`src/rtl/bresenham_line_pixel_stepper_macros.svh`:
```
// ---------------------------------------------------------------------------
// Assertion macros for the line pixel stepper
// Shared forms for the concurrent checks at the end of the top level.
// ---------------------------------------------------------------------------
`ifndef BRESENHAM_LINE_PIXEL_STEPPER_MACROS_SVH
`define BRESENHAM_LINE_PIXEL_STEPPER_MACROS_SVH

// Checks that prop holds in the same cycle in which cond holds.
`define BLPS_ASSERT_NOW(label, cond, prop) \
	label: assert property (@(posedge clk) disable iff (!arst_n) (cond) |-> (prop)) \
		else $error("blps: same-cycle check failed");

// Checks that prop holds in the cycle after cond holds.
`define BLPS_ASSERT_NEXT(label, cond, prop) \
	label: assert property (@(posedge clk) disable iff (!arst_n) (cond) |=> (prop)) \
		else $error("blps: next-cycle check failed");

`endif

```
`src/rtl/blps_pkg.sv`:
```
`timescale 1ns / 1ps
// ---------------------------------------------------------------------------
// Line pixel stepper package
// Fixed field widths, register indexes and control structs.
// ---------------------------------------------------------------------------
package blps_pkg;

	localparam int SCREEN_BITS    = 10;
	localparam int OFFSET_BITS    = 20;
	localparam int COLOR_BITS     = 16;
	localparam int ALPHA_BITS     = 8;
	localparam int CFG_INDEX_BITS = 2;

	localparam logic [CFG_INDEX_BITS-1:0] REG_SCREEN_WIDTH  = 2'd0;
	localparam logic [CFG_INDEX_BITS-1:0] REG_SCREEN_HEIGHT = 2'd1;

	localparam logic [SCREEN_BITS-1:0] SCREEN_WIDTH_RST  = 10'd320;
	localparam logic [SCREEN_BITS-1:0] SCREEN_HEIGHT_RST = 10'd240;

	// One point leaving the walker.
	typedef struct packed {
		logic valid;
		logic last;
	} pix_ctl_t;

	// Walker status seen at the top level.
	typedef struct packed {
		logic busy;
		logic load;
	} walk_stat_t;

	// Queue fill status.
	typedef struct packed {
		logic full;
		logic empty;
	} q_stat_t;

endpackage

```
`src/rtl/blps_fifo.sv`:
```
`timescale 1ns / 1ps
// ---------------------------------------------------------------------------
// Small synchronous queue
// Register-based FIFO with a power-of-two depth and a fill count.
// ---------------------------------------------------------------------------
module blps_fifo import blps_pkg::*; #(
	parameter int WIDTH = 8,
	parameter int DEPTH = 2
) (
	input  logic             clk,
	input  logic             arst_n,
	input  logic             wr_en,
	input  logic [WIDTH-1:0] wr_data,
	input  logic             rd_en,
	output logic [WIDTH-1:0] rd_data,
	output q_stat_t          stat
);

	localparam int AW = (DEPTH > 1) ? $clog2(DEPTH) : 1;

	logic [WIDTH-1:0] mem_q [DEPTH];
	logic [AW-1:0]    wr_ptr_q;
	logic [AW-1:0]    rd_ptr_q;
	logic [AW:0]      count_q;
	logic             do_wr;
	logic             do_rd;

	assign stat.full  = (count_q == (AW+1)'(DEPTH));
	assign stat.empty = (count_q == '0);
	assign do_wr      = wr_en && !stat.full;
	assign do_rd      = rd_en && !stat.empty;
	assign rd_data    = mem_q[rd_ptr_q];

	always_ff @(posedge clk) begin
		if (do_wr) begin
			mem_q[wr_ptr_q] <= wr_data;
		end
	end

	always_ff @(posedge clk or negedge arst_n) begin
		if (!arst_n) begin
			wr_ptr_q <= '0;
			rd_ptr_q <= '0;
			count_q  <= '0;
		end else begin
			if (do_wr) begin
				wr_ptr_q <= wr_ptr_q + AW'(1);
			end
			if (do_rd) begin
				rd_ptr_q <= rd_ptr_q + AW'(1);
			end
			if (do_wr && !do_rd) begin
				count_q <= count_q + (AW+1)'(1);
			end else if (do_rd && !do_wr) begin
				count_q <= count_q - (AW+1)'(1);
			end
		end
	end

endmodule

```
`src/rtl/blps_front.sv`:
```
`timescale 1ns / 1ps
// ---------------------------------------------------------------------------
// Line command front end
// Registers one line request and derives its deltas, step directions and
// initial error before it enters the command queue.
// ---------------------------------------------------------------------------
module blps_front import blps_pkg::*; #(
	parameter int COORD_BITS = 11
) (
	input  logic                          clk,
	input  logic                          arst_n,
	input  logic                          push,
	output logic                          full,
	input  logic signed [COORD_BITS-1:0]  start_x,
	input  logic signed [COORD_BITS-1:0]  start_y,
	input  logic signed [COORD_BITS-1:0]  end_x,
	input  logic signed [COORD_BITS-1:0]  end_y,
	input  logic [COLOR_BITS-1:0]         line_color,
	input  logic [ALPHA_BITS-1:0]         line_alpha,
	input  q_stat_t                       cq_stat,
	output logic                          cq_wr,
	output logic signed [COORD_BITS-1:0]  c_sx,
	output logic signed [COORD_BITS-1:0]  c_sy,
	output logic signed [COORD_BITS-1:0]  c_ex,
	output logic signed [COORD_BITS-1:0]  c_ey,
	output logic signed [COORD_BITS:0]    c_dx,
	output logic signed [COORD_BITS:0]    c_dy,
	output logic                          c_stx_neg,
	output logic                          c_sty_neg,
	output logic signed [COORD_BITS+2:0]  c_err,
	output logic [COLOR_BITS-1:0]         c_color,
	output logic [ALPHA_BITS-1:0]         c_alpha
);

	localparam int DW = COORD_BITS + 1;
	localparam int EW = COORD_BITS + 3;

	logic                         valid_s1;
	logic signed [COORD_BITS-1:0] sx_s1;
	logic signed [COORD_BITS-1:0] sy_s1;
	logic signed [COORD_BITS-1:0] ex_s1;
	logic signed [COORD_BITS-1:0] ey_s1;
	logic [COLOR_BITS-1:0]        color_s1;
	logic [ALPHA_BITS-1:0]        alpha_s1;
	logic                         take;
	logic signed [DW-1:0]         ddx;
	logic signed [DW-1:0]         ddy;

	assign full  = valid_s1 && cq_stat.full;
	assign take  = push && !full;
	assign cq_wr = valid_s1 && !cq_stat.full;

	always_ff @(posedge clk or negedge arst_n) begin
		if (!arst_n) begin
			valid_s1 <= 1'b0;
		end else begin
			valid_s1 <= take || (valid_s1 && !cq_wr);
		end
	end

	always_ff @(posedge clk) begin
		if (take) begin
			sx_s1    <= start_x;
			sy_s1    <= start_y;
			ex_s1    <= end_x;
			ey_s1    <= end_y;
			color_s1 <= line_color;
			alpha_s1 <= line_alpha;
		end
	end

	assign ddx = DW'(ex_s1) - DW'(sx_s1);
	assign ddy = DW'(ey_s1) - DW'(sy_s1);

	// The x delta is kept positive and the y delta negative, as the error
	// term of the all-octant form expects.
	assign c_dx      = ddx[DW-1] ? -ddx : ddx;
	assign c_dy      = ddy[DW-1] ? ddy : -ddy;
	assign c_err     = EW'(c_dx) + EW'(c_dy);
	assign c_stx_neg = !(sx_s1 < ex_s1);
	assign c_sty_neg = !(sy_s1 < ey_s1);
	assign c_sx      = sx_s1;
	assign c_sy      = sy_s1;
	assign c_ex      = ex_s1;
	assign c_ey      = ey_s1;
	assign c_color   = color_s1;
	assign c_alpha   = alpha_s1;

endmodule

```
`src/rtl/blps_walker.sv`:
```
`timescale 1ns / 1ps
// ---------------------------------------------------------------------------
// Line walker
// Steps the Bresenham error term one point per cycle unless adv stalls it,
// emits each point with its last flag, and loads the next command as the current one ends.
// ---------------------------------------------------------------------------
module blps_walker import blps_pkg::*; #(
	parameter int COORD_BITS = 11,
	parameter int STEP_LIMIT = 64
) (
	input  logic                          clk,
	input  logic                          arst_n,
	input  q_stat_t                       cq_stat,
	output logic                          cq_rd,
	input  logic signed [COORD_BITS-1:0]  c_sx,
	input  logic signed [COORD_BITS-1:0]  c_sy,
	input  logic signed [COORD_BITS-1:0]  c_ex,
	input  logic signed [COORD_BITS-1:0]  c_ey,
	input  logic signed [COORD_BITS:0]    c_dx,
	input  logic signed [COORD_BITS:0]    c_dy,
	input  logic                          c_stx_neg,
	input  logic                          c_sty_neg,
	input  logic signed [COORD_BITS+2:0]  c_err,
	input  logic [COLOR_BITS-1:0]         c_color,
	input  logic [ALPHA_BITS-1:0]         c_alpha,
	input  logic                          adv,
	output pix_ctl_t                      pt_ctl,
	output logic signed [COORD_BITS-1:0]  pt_x,
	output logic signed [COORD_BITS-1:0]  pt_y,
	output logic [COLOR_BITS-1:0]         pt_color,
	output logic [ALPHA_BITS-1:0]         pt_alpha,
	output walk_stat_t                    stat
);

	localparam int DW  = COORD_BITS + 1;
	localparam int EW  = COORD_BITS + 3;
	localparam int E2W = EW + 1;
	localparam int SW  = $clog2(STEP_LIMIT + 1);

	logic                         busy_q;
	logic signed [COORD_BITS-1:0] cur_x_q;
	logic signed [COORD_BITS-1:0] cur_y_q;
	logic signed [COORD_BITS-1:0] end_x_q;
	logic signed [COORD_BITS-1:0] end_y_q;
	logic signed [DW-1:0]         dx_q;
	logic signed [DW-1:0]         dy_q;
	logic                         stx_neg_q;
	logic                         sty_neg_q;
	logic signed [EW-1:0]         err_q;
	logic [SW-1:0]                steps_q;
	logic [COLOR_BITS-1:0]        color_q;
	logic [ALPHA_BITS-1:0]        alpha_q;

	logic                         emit;
	logic                         reached;
	logic                         last_pt;
	logic                         load;
	logic signed [E2W-1:0]        e2;
	logic                         x_step;
	logic                         y_step;
	logic signed [EW-1:0]         err_nxt;
	logic signed [COORD_BITS-1:0] inc_x;
	logic signed [COORD_BITS-1:0] inc_y;

	assign emit    = busy_q && adv;
	assign reached = (cur_x_q == end_x_q) && (cur_y_q == end_y_q);
	assign last_pt = reached || (steps_q == SW'(1));
	assign load    = (!busy_q || (emit && last_pt)) && !cq_stat.empty;
	assign cq_rd   = load;

	assign e2      = {err_q, 1'b0};
	assign x_step  = e2 >= E2W'(dy_q);
	assign y_step  = e2 <= E2W'(dx_q);
	assign err_nxt = err_q + (x_step ? EW'(dy_q) : EW'(0)) + (y_step ? EW'(dx_q) : EW'(0));
	assign inc_x   = stx_neg_q ? '1 : COORD_BITS'(1);
	assign inc_y   = sty_neg_q ? '1 : COORD_BITS'(1);

	always_ff @(posedge clk or negedge arst_n) begin
		if (!arst_n) begin
			busy_q  <= 1'b0;
			steps_q <= '0;
		end else if (load) begin
			busy_q  <= 1'b1;
			steps_q <= SW'(STEP_LIMIT);
		end else if (emit) begin
			busy_q  <= !last_pt;
			steps_q <= steps_q - SW'(1);
		end
	end

	always_ff @(posedge clk) begin
		if (load) begin
			cur_x_q   <= c_sx;
			cur_y_q   <= c_sy;
			end_x_q   <= c_ex;
			end_y_q   <= c_ey;
			dx_q      <= c_dx;
			dy_q      <= c_dy;
			stx_neg_q <= c_stx_neg;
			sty_neg_q <= c_sty_neg;
			err_q     <= c_err;
			color_q   <= c_color;
			alpha_q   <= c_alpha;
		end else if (emit && !last_pt) begin
			err_q <= err_nxt;
			if (x_step) begin
				cur_x_q <= cur_x_q + inc_x;
			end
			if (y_step) begin
				cur_y_q <= cur_y_q + inc_y;
			end
		end
	end

	assign pt_ctl.valid = emit;
	assign pt_ctl.last  = last_pt;
	assign pt_x         = cur_x_q;
	assign pt_y         = cur_y_q;
	assign pt_color     = color_q;
	assign pt_alpha     = alpha_q;
	assign stat.busy    = busy_q;
	assign stat.load    = load;

endmodule

```
`src/rtl/blps_pixel.sv`:
```
`timescale 1ns / 1ps
// ---------------------------------------------------------------------------
// Pixel clip and address stage
// Clips each point against the screen rectangle, forms its linear offset
// and writes the finished point into the result queue.
// ---------------------------------------------------------------------------
module blps_pixel import blps_pkg::*; #(
	parameter int COORD_BITS = 11
) (
	input  logic                          clk,
	input  logic                          arst_n,
	input  pix_ctl_t                      pt_ctl,
	input  logic signed [COORD_BITS-1:0]  pt_x,
	input  logic signed [COORD_BITS-1:0]  pt_y,
	input  logic [COLOR_BITS-1:0]         pt_color,
	input  logic [ALPHA_BITS-1:0]         pt_alpha,
	input  logic [SCREEN_BITS-1:0]        screen_width,
	input  logic [SCREEN_BITS-1:0]        screen_height,
	input  q_stat_t                       oq_stat,
	output logic                          adv,
	output logic                          oq_wr,
	output logic signed [COORD_BITS-1:0]  o_x,
	output logic signed [COORD_BITS-1:0]  o_y,
	output logic                          o_vis,
	output logic [OFFSET_BITS-1:0]        o_offset,
	output logic [COLOR_BITS-1:0]         o_color,
	output logic [ALPHA_BITS-1:0]         o_alpha,
	output logic                          o_last
);

	localparam int XW = COORD_BITS + SCREEN_BITS;

	logic                         valid_s1;
	logic                         last_s1;
	logic                         vis_s1;
	logic signed [COORD_BITS-1:0] x_s1;
	logic signed [COORD_BITS-1:0] y_s1;
	logic [OFFSET_BITS-1:0]       prod_s1;
	logic [SCREEN_BITS-1:0]       xlo_s1;
	logic [COLOR_BITS-1:0]        color_s1;
	logic [ALPHA_BITS-1:0]        alpha_s1;

	logic signed [XW-1:0]         xe;
	logic signed [XW-1:0]         ye;
	logic signed [XW-1:0]         we;
	logic signed [XW-1:0]         he;
	logic                         vis;
	logic [OFFSET_BITS-1:0]       prod;

	assign xe   = XW'(pt_x);
	assign ye   = XW'(pt_y);
	assign we   = $signed({{COORD_BITS{1'b0}}, screen_width});
	assign he   = $signed({{COORD_BITS{1'b0}}, screen_height});
	assign vis  = !xe[XW-1] && !ye[XW-1] && (xe < we) && (ye < he);

	// Only the low bits of the row matter: a visible row is below the height.
	assign prod = OFFSET_BITS'(ye[SCREEN_BITS-1:0]) * OFFSET_BITS'(screen_width);

	assign adv   = !(valid_s1 && oq_stat.full);
	assign oq_wr = valid_s1 && !oq_stat.full;

	always_ff @(posedge clk or negedge arst_n) begin
		if (!arst_n) begin
			valid_s1 <= 1'b0;
		end else if (adv) begin
			valid_s1 <= pt_ctl.valid;
		end
	end

	always_ff @(posedge clk) begin
		if (adv) begin
			last_s1  <= pt_ctl.last;
			vis_s1   <= vis;
			x_s1     <= pt_x;
			y_s1     <= pt_y;
			prod_s1  <= prod;
			xlo_s1   <= xe[SCREEN_BITS-1:0];
			color_s1 <= pt_color;
			alpha_s1 <= pt_alpha;
		end
	end

	assign o_x      = x_s1;
	assign o_y      = y_s1;
	assign o_vis    = vis_s1;
	assign o_offset = vis_s1 ? (prod_s1 + OFFSET_BITS'(xlo_s1)) : '0;
	assign o_color  = color_s1;
	assign o_alpha  = alpha_s1;
	assign o_last   = last_s1;

endmodule

```
`src/rtl/bresenham_line_pixel_stepper.sv`:
```
`timescale 1ns / 1ps
// ---------------------------------------------------------------------------
// Bresenham line pixel stepper
// Walks an all-octant line from start to end and emits one clipped point
// per visited pixel, with its framebuffer offset and the command's color.
// ---------------------------------------------------------------------------
// A line request yields one result per visited point, from 1 up to STEP_LIMIT
// points, the final one marked last. The walker produces one point per clock
// while results are being popped, and the next queued request starts in the
// cycle after the last point of the previous one. A request passes the front
// end register and the command queue before it reaches the walker, and a point
// passes the pixel stage register and the result queue after the walker emits
// it. A two-entry command queue lets requests be pushed while a line is still
// being walked, and a four-entry result queue lets the walker keep running
// while the consumer pauses briefly.
// The screen registers must only be written while no line is in progress.
// ---------------------------------------------------------------------------
`include "bresenham_line_pixel_stepper_macros.svh"

module bresenham_line_pixel_stepper import blps_pkg::*; #(
	parameter int STEP_LIMIT = 64,
	parameter int COORD_BITS = 11
) (
	input  logic                          clk,
	input  logic                          arst_n,
	input  logic                          cfg_we,
	input  logic [CFG_INDEX_BITS-1:0]     cfg_index,
	input  logic [SCREEN_BITS-1:0]        cfg_data,
	input  logic                          push,
	output logic                          full,
	input  logic signed [COORD_BITS-1:0]  start_x,
	input  logic signed [COORD_BITS-1:0]  start_y,
	input  logic signed [COORD_BITS-1:0]  end_x,
	input  logic signed [COORD_BITS-1:0]  end_y,
	input  logic [COLOR_BITS-1:0]         line_color,
	input  logic [ALPHA_BITS-1:0]         line_alpha,
	output logic                          empty,
	input  logic                          pop,
	output logic signed [COORD_BITS-1:0]  point_x,
	output logic signed [COORD_BITS-1:0]  point_y,
	output logic                          visible,
	output logic [OFFSET_BITS-1:0]        pixel_offset,
	output logic [COLOR_BITS-1:0]         point_color,
	output logic [ALPHA_BITS-1:0]         point_alpha,
	output logic                          last
);

	localparam int DW     = COORD_BITS + 1;
	localparam int EW     = COORD_BITS + 3;
	localparam int CMD_W  = 4 * COORD_BITS + 2 * DW + 2 + EW + COLOR_BITS + ALPHA_BITS;
	localparam int OUT_W  = 2 * COORD_BITS + 2 + OFFSET_BITS + COLOR_BITS + ALPHA_BITS;
	localparam int CQ_DEPTH = 2;
	localparam int OQ_DEPTH = 4;

	logic [SCREEN_BITS-1:0] screen_width_q;
	logic [SCREEN_BITS-1:0] screen_height_q;

	always_ff @(posedge clk or negedge arst_n) begin
		if (!arst_n) begin
			screen_width_q  <= SCREEN_WIDTH_RST;
			screen_height_q <= SCREEN_HEIGHT_RST;
		end else if (cfg_we) begin
			if (cfg_index == REG_SCREEN_WIDTH) begin
				screen_width_q <= cfg_data;
			end
			if (cfg_index == REG_SCREEN_HEIGHT) begin
				screen_height_q <= cfg_data;
			end
		end
	end

	// Front end to command queue
	logic                         cq_wr;
	logic                         cq_rd;
	q_stat_t                      cq_stat;
	logic [CMD_W-1:0]             cq_wdata;
	logic [CMD_W-1:0]             cq_rdata;
	logic signed [COORD_BITS-1:0] f_sx, f_sy, f_ex, f_ey;
	logic signed [DW-1:0]         f_dx, f_dy;
	logic                         f_stx_neg, f_sty_neg;
	logic signed [EW-1:0]         f_err;
	logic [COLOR_BITS-1:0]        f_color;
	logic [ALPHA_BITS-1:0]        f_alpha;
	logic signed [COORD_BITS-1:0] w_sx, w_sy, w_ex, w_ey;
	logic signed [DW-1:0]         w_dx, w_dy;
	logic                         w_stx_neg, w_sty_neg;
	logic signed [EW-1:0]         w_err;
	logic [COLOR_BITS-1:0]        w_color;
	logic [ALPHA_BITS-1:0]        w_alpha;

	blps_front #(
		.COORD_BITS (COORD_BITS)
	) u_front (
		.clk        (clk),
		.arst_n     (arst_n),
		.push       (push),
		.full       (full),
		.start_x    (start_x),
		.start_y    (start_y),
		.end_x      (end_x),
		.end_y      (end_y),
		.line_color (line_color),
		.line_alpha (line_alpha),
		.cq_stat    (cq_stat),
		.cq_wr      (cq_wr),
		.c_sx       (f_sx),
		.c_sy       (f_sy),
		.c_ex       (f_ex),
		.c_ey       (f_ey),
		.c_dx       (f_dx),
		.c_dy       (f_dy),
		.c_stx_neg  (f_stx_neg),
		.c_sty_neg  (f_sty_neg),
		.c_err      (f_err),
		.c_color    (f_color),
		.c_alpha    (f_alpha)
	);

	assign cq_wdata = {f_sx, f_sy, f_ex, f_ey, f_dx, f_dy, f_stx_neg, f_sty_neg,
		f_err, f_color, f_alpha};

	blps_fifo #(
		.WIDTH (CMD_W),
		.DEPTH (CQ_DEPTH)
	) u_cmd_q (
		.clk     (clk),
		.arst_n  (arst_n),
		.wr_en   (cq_wr),
		.wr_data (cq_wdata),
		.rd_en   (cq_rd),
		.rd_data (cq_rdata),
		.stat    (cq_stat)
	);

	assign {w_sx, w_sy, w_ex, w_ey, w_dx, w_dy, w_stx_neg, w_sty_neg,
		w_err, w_color, w_alpha} = cq_rdata;

	// Walker to pixel stage
	logic                         adv;
	pix_ctl_t                     pt_ctl;
	walk_stat_t                   wk_stat;
	logic signed [COORD_BITS-1:0] pt_x, pt_y;
	logic [COLOR_BITS-1:0]        pt_color;
	logic [ALPHA_BITS-1:0]        pt_alpha;

	blps_walker #(
		.COORD_BITS (COORD_BITS),
		.STEP_LIMIT (STEP_LIMIT)
	) u_walker (
		.clk       (clk),
		.arst_n    (arst_n),
		.cq_stat   (cq_stat),
		.cq_rd     (cq_rd),
		.c_sx      (w_sx),
		.c_sy      (w_sy),
		.c_ex      (w_ex),
		.c_ey      (w_ey),
		.c_dx      (w_dx),
		.c_dy      (w_dy),
		.c_stx_neg (w_stx_neg),
		.c_sty_neg (w_sty_neg),
		.c_err     (w_err),
		.c_color   (w_color),
		.c_alpha   (w_alpha),
		.adv       (adv),
		.pt_ctl    (pt_ctl),
		.pt_x      (pt_x),
		.pt_y      (pt_y),
		.pt_color  (pt_color),
		.pt_alpha  (pt_alpha),
		.stat      (wk_stat)
	);

	// Pixel stage to result queue
	logic                         oq_wr;
	q_stat_t                      oq_stat;
	logic [OUT_W-1:0]             oq_wdata;
	logic [OUT_W-1:0]             oq_rdata;
	logic signed [COORD_BITS-1:0] o_x, o_y;
	logic                         o_vis;
	logic [OFFSET_BITS-1:0]       o_offset;
	logic [COLOR_BITS-1:0]        o_color;
	logic [ALPHA_BITS-1:0]        o_alpha;
	logic                         o_last;

	blps_pixel #(
		.COORD_BITS (COORD_BITS)
	) u_pixel (
		.clk           (clk),
		.arst_n        (arst_n),
		.pt_ctl        (pt_ctl),
		.pt_x          (pt_x),
		.pt_y          (pt_y),
		.pt_color      (pt_color),
		.pt_alpha      (pt_alpha),
		.screen_width  (screen_width_q),
		.screen_height (screen_height_q),
		.oq_stat       (oq_stat),
		.adv           (adv),
		.oq_wr         (oq_wr),
		.o_x           (o_x),
		.o_y           (o_y),
		.o_vis         (o_vis),
		.o_offset      (o_offset),
		.o_color       (o_color),
		.o_alpha       (o_alpha),
		.o_last        (o_last)
	);

	assign oq_wdata = {o_x, o_y, o_vis, o_offset, o_color, o_alpha, o_last};

	blps_fifo #(
		.WIDTH (OUT_W),
		.DEPTH (OQ_DEPTH)
	) u_out_q (
		.clk     (clk),
		.arst_n  (arst_n),
		.wr_en   (oq_wr),
		.wr_data (oq_wdata),
		.rd_en   (pop),
		.rd_data (oq_rdata),
		.stat    (oq_stat)
	);

	assign empty = oq_stat.empty;
	assign {point_x, point_y, visible, pixel_offset, point_color, point_alpha, last} = oq_rdata;

	// A hidden point must never carry an address.
	`BLPS_ASSERT_NOW(a_hidden_offset_zero, !empty && !visible, pixel_offset == '0)
	// The walker only starts a line when the command queue holds one.
	`BLPS_ASSERT_NOW(a_load_from_queue, wk_stat.load, !cq_stat.empty)
	// A loaded line always leaves the walker busy in the next cycle.
	`BLPS_ASSERT_NEXT(a_load_sets_busy, wk_stat.load, wk_stat.busy)

endmodule

```
`config.mk`:
```
export PLATFORM = sky130hd
export DESIGN_NAME = bresenham_line_pixel_stepper
export DESIGN_NICKNAME = d
export VERILOG_FILES = /design/src/rtl/blps_pkg.sv /design/src/rtl/blps_fifo.sv /design/src/rtl/blps_front.sv /design/src/rtl/blps_walker.sv /design/src/rtl/blps_pixel.sv /design/src/rtl/bresenham_line_pixel_stepper.sv
export VERILOG_INCLUDE_DIRS = /design/src /design/src/rtl
export SDC_FILE = /design/constraint.sdc
export NUM_CORES = 1
export LEC_CHECK = 0
export CAP_MARGIN = 40
export CORE_MARGIN = 1.5
export CORE_UTILIZATION = 25
export DETAILED_ROUTE_END_ITERATION = 16
export DONT_BUFFER_PORTS = 1
export HOLD_SLACK_MARGIN = 0.06
export SLEW_MARGIN = 30
export SYNTH_ARGS = -nofsm -noshare
export SYNTH_HDL_FRONTEND = slang
export SYNTH_HIERARCHICAL = 1
export SYNTH_SLANG_ARGS = --single-unit
```
`constraint.sdc`:
```
create_clock -name clk -period 18.7 [get_ports clk]
set_input_delay 1.87 -clock clk [delete_from_list [all_inputs] [get_ports clk]]
set_output_delay 1.87 -clock clk [all_outputs]
set_load 0.005 [all_outputs]
```
# == Word-level counts from Yosys, hierarchy flattened ==
# Memories as Yosys holds them, arrays and structs flattened.
# Cells that the tools add are included.
# Widths: inputs -> output; s select.
# word_totals
ff_bits,295
mem_bits_rw,488
in_bits,85
output_inout_bits,70
mem_count,2
# memory_table
memory,depth,word_bits,rd,rd_ports_with_merged_regs,wr,line_no,text
u_out_q.mem_q,4,68,1,0,1,blps_fifo.sv:21,logic [WIDTH-1:0] mem_q [DEPTH];
u_cmd_q.mem_q,2,108,1,0,1,blps_fifo.sv:21,
# op_classes
n_addsub,19
multipliers,1
order_cmp,6
eq_ne,6
muxes,27
reduce_logical,55
# op_table
operator,count
$mux 11,8
$mux 14,4
$lt 11x11->1,4
$add 14x14->14,2
$mux 12,2
$neg 12->12,2
$sub 11x11->12,2
$add 11x11->11,2
$eq 11x11->1,2
$logic_and 1x1->1,22
$add 20x10->20,1
$mul 10x10->20,1
$mux 20,1
$logic_not 1->1,17
$ge 15x12->1,1
$le 15x12->1,1
$mux 7,2
$add 12x12->13,1
$reduce_bool 2->1,6
$reduce_and 2->1,4
$eq 7x1->1 const B,1
$sub 7x1->7 const B,1
$add 2x1->2 const B,3
$mux 1,6
12 further kinds,18

# == Longest topological paths before layout ==
# depth
ltp_word,11
ltp_mapped,23
ltp_nobuf,21

# == Hierarchy ==
# Netlist, hierarchy kept.
# modules_own_cells
module,instances,cells_each,area_per_inst_um2
blps_fifo at u_out_q,1,393,10326.2
blps_fifo at u_cmd_q,1,355,8015.2
blps_pixel,1,652,6804.0
blps_walker,1,584,6723.9
blps_front,1,375,4237.8
bresenham_line_pixel_stepper,1,44,813.3

# == Least setup slack after synthesis ==
# Ideal clock, no wire load.
# synth_path
path_kind,reg2reg
startpoint,reg u_cmd_q.count_q[0]
endpoint,"mem u_cmd_q/mem_q[0][0] in the netlist's numbering, enable pin"
setup_time_ps,576
arrival_time_ps,5304
slack_ps,12820
stages_incl_launch_ff,6
period_less_slack_ps,5880
path_cell_list,dfrtp_1 -> nand2b_1 -> inv_1 -> nor2b_1 -> nand2_1 -> nor2_1
# synth_rtl
item,line_no,text
from (decl),blps_fifo.sv:24,logic [AW:0] count_q;
from (signal assigned),blps_fifo.sv:53,count_q <= count_q + (AW+1)'(1);
from (signal assigned),blps_fifo.sv:55,count_q <= count_q - (AW+1)'(1);
to (decl),blps_fifo.sv:21,

# == Final worst setup path ==
# layout_path
startpoint,"reg u_walker.cur_y_q[5], in the netlist u_walker/pt_y[5]"
endpoint,reg u_pixel.prod_s1[12] (data pin)
# layout_via
elab_chain_len,1
# layout_lines
item,line_no,text
from (decl),blps_walker.sv:42,logic signed [COORD_BITS-1:0] cur_y_q;
from (signal assigned),blps_walker.sv:94,cur_y_q <= c_sy;
from (signal assigned),blps_walker.sv:110,cur_y_q <= cur_y_q + inc_y;
$mul 10x10->20,blps_pixel.sv:57,assign prod = OFFSET_BITS'(ye[SCREEN_BITS-1:0]) * OFFSET_BITS'(screen_width);
net u_pixel.prod[12],blps_pixel.sv:48,logic [OFFSET_BITS-1:0] prod;
to (signal assigned),blps_pixel.sv:76,prod_s1 <= prod;
to (decl),blps_pixel.sv:38,logic [OFFSET_BITS-1:0] prod_s1;
# The timed path passes the listed nets, and every way through them passes these cells.
# A chain may end at the register's enable or synchronous reset.

==> metrics.md <==
| Metric | Value |
|---|---|
| Status | finished clean |
| Met3 routed WL | 4391 um |
| Initial DRC count | 1447 |
| Maxcap violations | 0 |
| Starting Density | between 20% and 30% |
| CTS Buf Count | 79 |
| Ports | 155 |
| Syn Inst Count | between 2000 and 2500 |
| Detailed placer's ending HPWL | 56900 um |
| Hold WC Path Type | reg2reg |
| Fin crit share | 29.04% |
| Tmin final | 5.431 ns |
| Post-synthesis net count | 2755 |
| Residual DRC count | 0 |
| Routability cong. | 0.8319 |
| Clk pin slew, worst setup/hold paths | approximately 0.06 ns |
| DRT met1 WL | 40190 um |
| RR Endpoint | u_pixel/prod_s1[12]$_DFFE_PN_ |
| Ant. Diodes | 0 |
| Top Metal Used | met5 |
| Total wire length | between 80000 and 90000 um |
| Vias in the first global route | 19450 |
| Final hold violations | 0 |
| Register area | 23020 um^2 |
| Post-DRT Antenna Nets | 0 |
| Worst EP arrival | about 6 ns |
| Via count | slightly below 20000 |
| Layout area overhead | 13.54% |
| Setup Skew | 0.03014 ns |
| CTS root buffer | clkbuf_16 |
| Unrepaired setup endpoints after global routing | false |
| Critical Path End | u_pixel/prod_s1[12]$_DFFE_PN_ |
| Met2 wire length | 35410 um |
| Vias per Instance | 4.401 |
| H-tree levels | 3 |
| Flop2flop setup slack | 13.27 ns |
| Die X | 387.2 um |
| Crit end category | flop |
| Final TNS setup | 0 ns |
| Final max-slew violation count | 0 |
| Clk sinks | 773 |
| CP startpoint kind | flop |
| Nets | 2798 |
| CTS resizes | 0 |
| Area of the core | about 150000 um^2 |
| R2R Path Start | u_walker/pt_y[5]$_DFFE_PP_ |
| Aggregate global routing overflow | 0 |
| Actual slew at the worst max-slew pin | 0.8182 ns |
| Initial antenna violation count | 14 |
| Average wire per standard cell | 18.46 um |
| Average cell area after synthesis | between 15 and 20 um^2 |
| Crit. Startpoint | u_walker/pt_y[5]$_DFFE_PP_ |
| Fmax | about 180 MHz |
| Number of hold buffers added after CTS | 0 |
| Longest Clk Path Bufs | 3 |
| Ys Warns | 6 |
| Mapped cell area | 36910 um^2 |
| Largest net degree at the start of global routing | 59 |
| CTS tree | built |
| TritonRoute pass-1 iters | 5 |
| Fillcell total | between 10000 and 15000 |
| Setup-failing EPs final | 0 |
| Setup bufs post-CTS | 0 |
| I/O Buffers | 0 |
| Total GRT Usage | 10.73% |
| Critical Path RT | 19.11 ns |
| # rows | 140 |
| Die height | ~390 um |
| Worst Setup Path Type | reg2reg |
| Worst-case reg-to-reg path depth | 15 |
| First-pass GRT wire length | approximately 120000 um |
| Multi-input gate area | 12780 um^2 |
| Share of cells above drive strength 1 | approximately 16% |
| Clk Latency, worst-skew pair | about 0.67 ns |
| Full die area | between 100000 and 150000 um^2 |
| Hold Path Origin | u_walker/pt_alpha[3]$_DFFE_PP_ |
| CP Max Fanout | 14 |
| Normalized max-slew margin | about 45% |
[worst min path at each step]
stage / end / slack [ns] / cells after the start
4_1_cts: u_pixel/o_alpha[3]$_DFFE_PN_ / 0.42 / 0
3_5_place_dp: u_pixel/o_color[5]$_DFFE_PN_ / 0.41 / 0
2_1_floorplan: u_pixel/o_alpha[0]$_DFFE_PN_ / 0.40 / 0
3_3_place_gp: u_pixel/o_alpha[5]$_DFFE_PN_ / 0.40 / 0
6_report: u_pixel/o_alpha[3]$_DFFE_PN_ / 0.42 / 0
5_1_grt: u_pixel/o_alpha[0]$_DFFE_PN_ / 0.43 / 0
[metal layers]
metal / track usage, % / vias to the layer above
li1: - / 9021
met2: 16.00 / 483
met4: 2.928 / 4
met5: 0 / -
met3: 2.054 / 125
met1: 15.79 / 9833
[per-stage QoR]
stage | instance area, um^2 | setup WS [ns] | std cells | util (%) | hold WS, ns
final | 41900 | 13.27 | 4423 | 28.68 | 0.4173
after detailed placement | 39230 | 13.26 | 4276 | 26.85 | 0.4063
after global placement | 39010 | 13.38 | 4266 | 26.70 | 0.4010
after global routing | 41900 | 13.02 | 4423 | 28.68 | 0.4281
after CTS | 41820 | 13.24 | 4419 | 28.63 | 0.4204
after floorplan | 36910 | 12.82 | 2401 | - | 0.4003
[layout by cell type (no fill, tap or decap), types with 13 or more instances in the layout]
cell,count
edfxtp_1,732
ha_1,186
inv_1,180
nand2_1,127
mux2_2,109
a21oi_1,93
nor2_1,89
fa_1,83
clkbuf_16,80
and2_1,80
mux4_2,68
xnor2_1,65
o21ai_0,63
xor2_1,61
dfrtp_1,32
nor3_1,32
a21o_1,28
nand3_1,25
mux2_4,21
clkbuf_1,19
or3_1,19
a211oi_1,18
buf_4,16
nand2b_1,16
nor2b_1,16
clkinv_1,13
nand4_1,13
[final cells by class]
| type | count | share of cell area, % |
|---|---|---|
| flip-flops and latches | 773 | 54.95 |
| clock buffers | 99 | 4.948 |
| multi-input cells | 1379 | 30.51 |
| repair buffers | 30 | 1.009 |
| well taps | 1917 | 5.724 |
| inverters | 181 | 1.627 |
| clock inverters | 44 | 1.233 |
[state kept, by name, indices dropped and copies added, names as in the netlist, 12 cells and up]
name               flops
u_cmd_q/mem_q        216
u_out_q/mem_q        272
u_walker/dx_q         12
u_walker/err_q        14
u_walker/pt_color     16
u_pixel/o_color       16
u_pixel/prod_s1       20
u_walker/dy_q         12
u_front/c_color       16
[worst max-delay path, stage by stage, from the launching register on]
cell,delay (ns)
edfxtp_1,0.72
nand2_1,0.17
fa_1,0.56
inv_1,0.05
fa_1,0.51
inv_1,0.05
fa_1,0.47
inv_1,0.05
fa_1,0.53
inv_1,0.05
fa_1,0.52
inv_1,0.04
ha_1,0.27
o41ai_1,0.76
o21ai_0,0.24
xor2_1,0.18
Power is not shown: default switching activity piles up to over one toggle a cycle in this logic, so the estimate is an artifact.
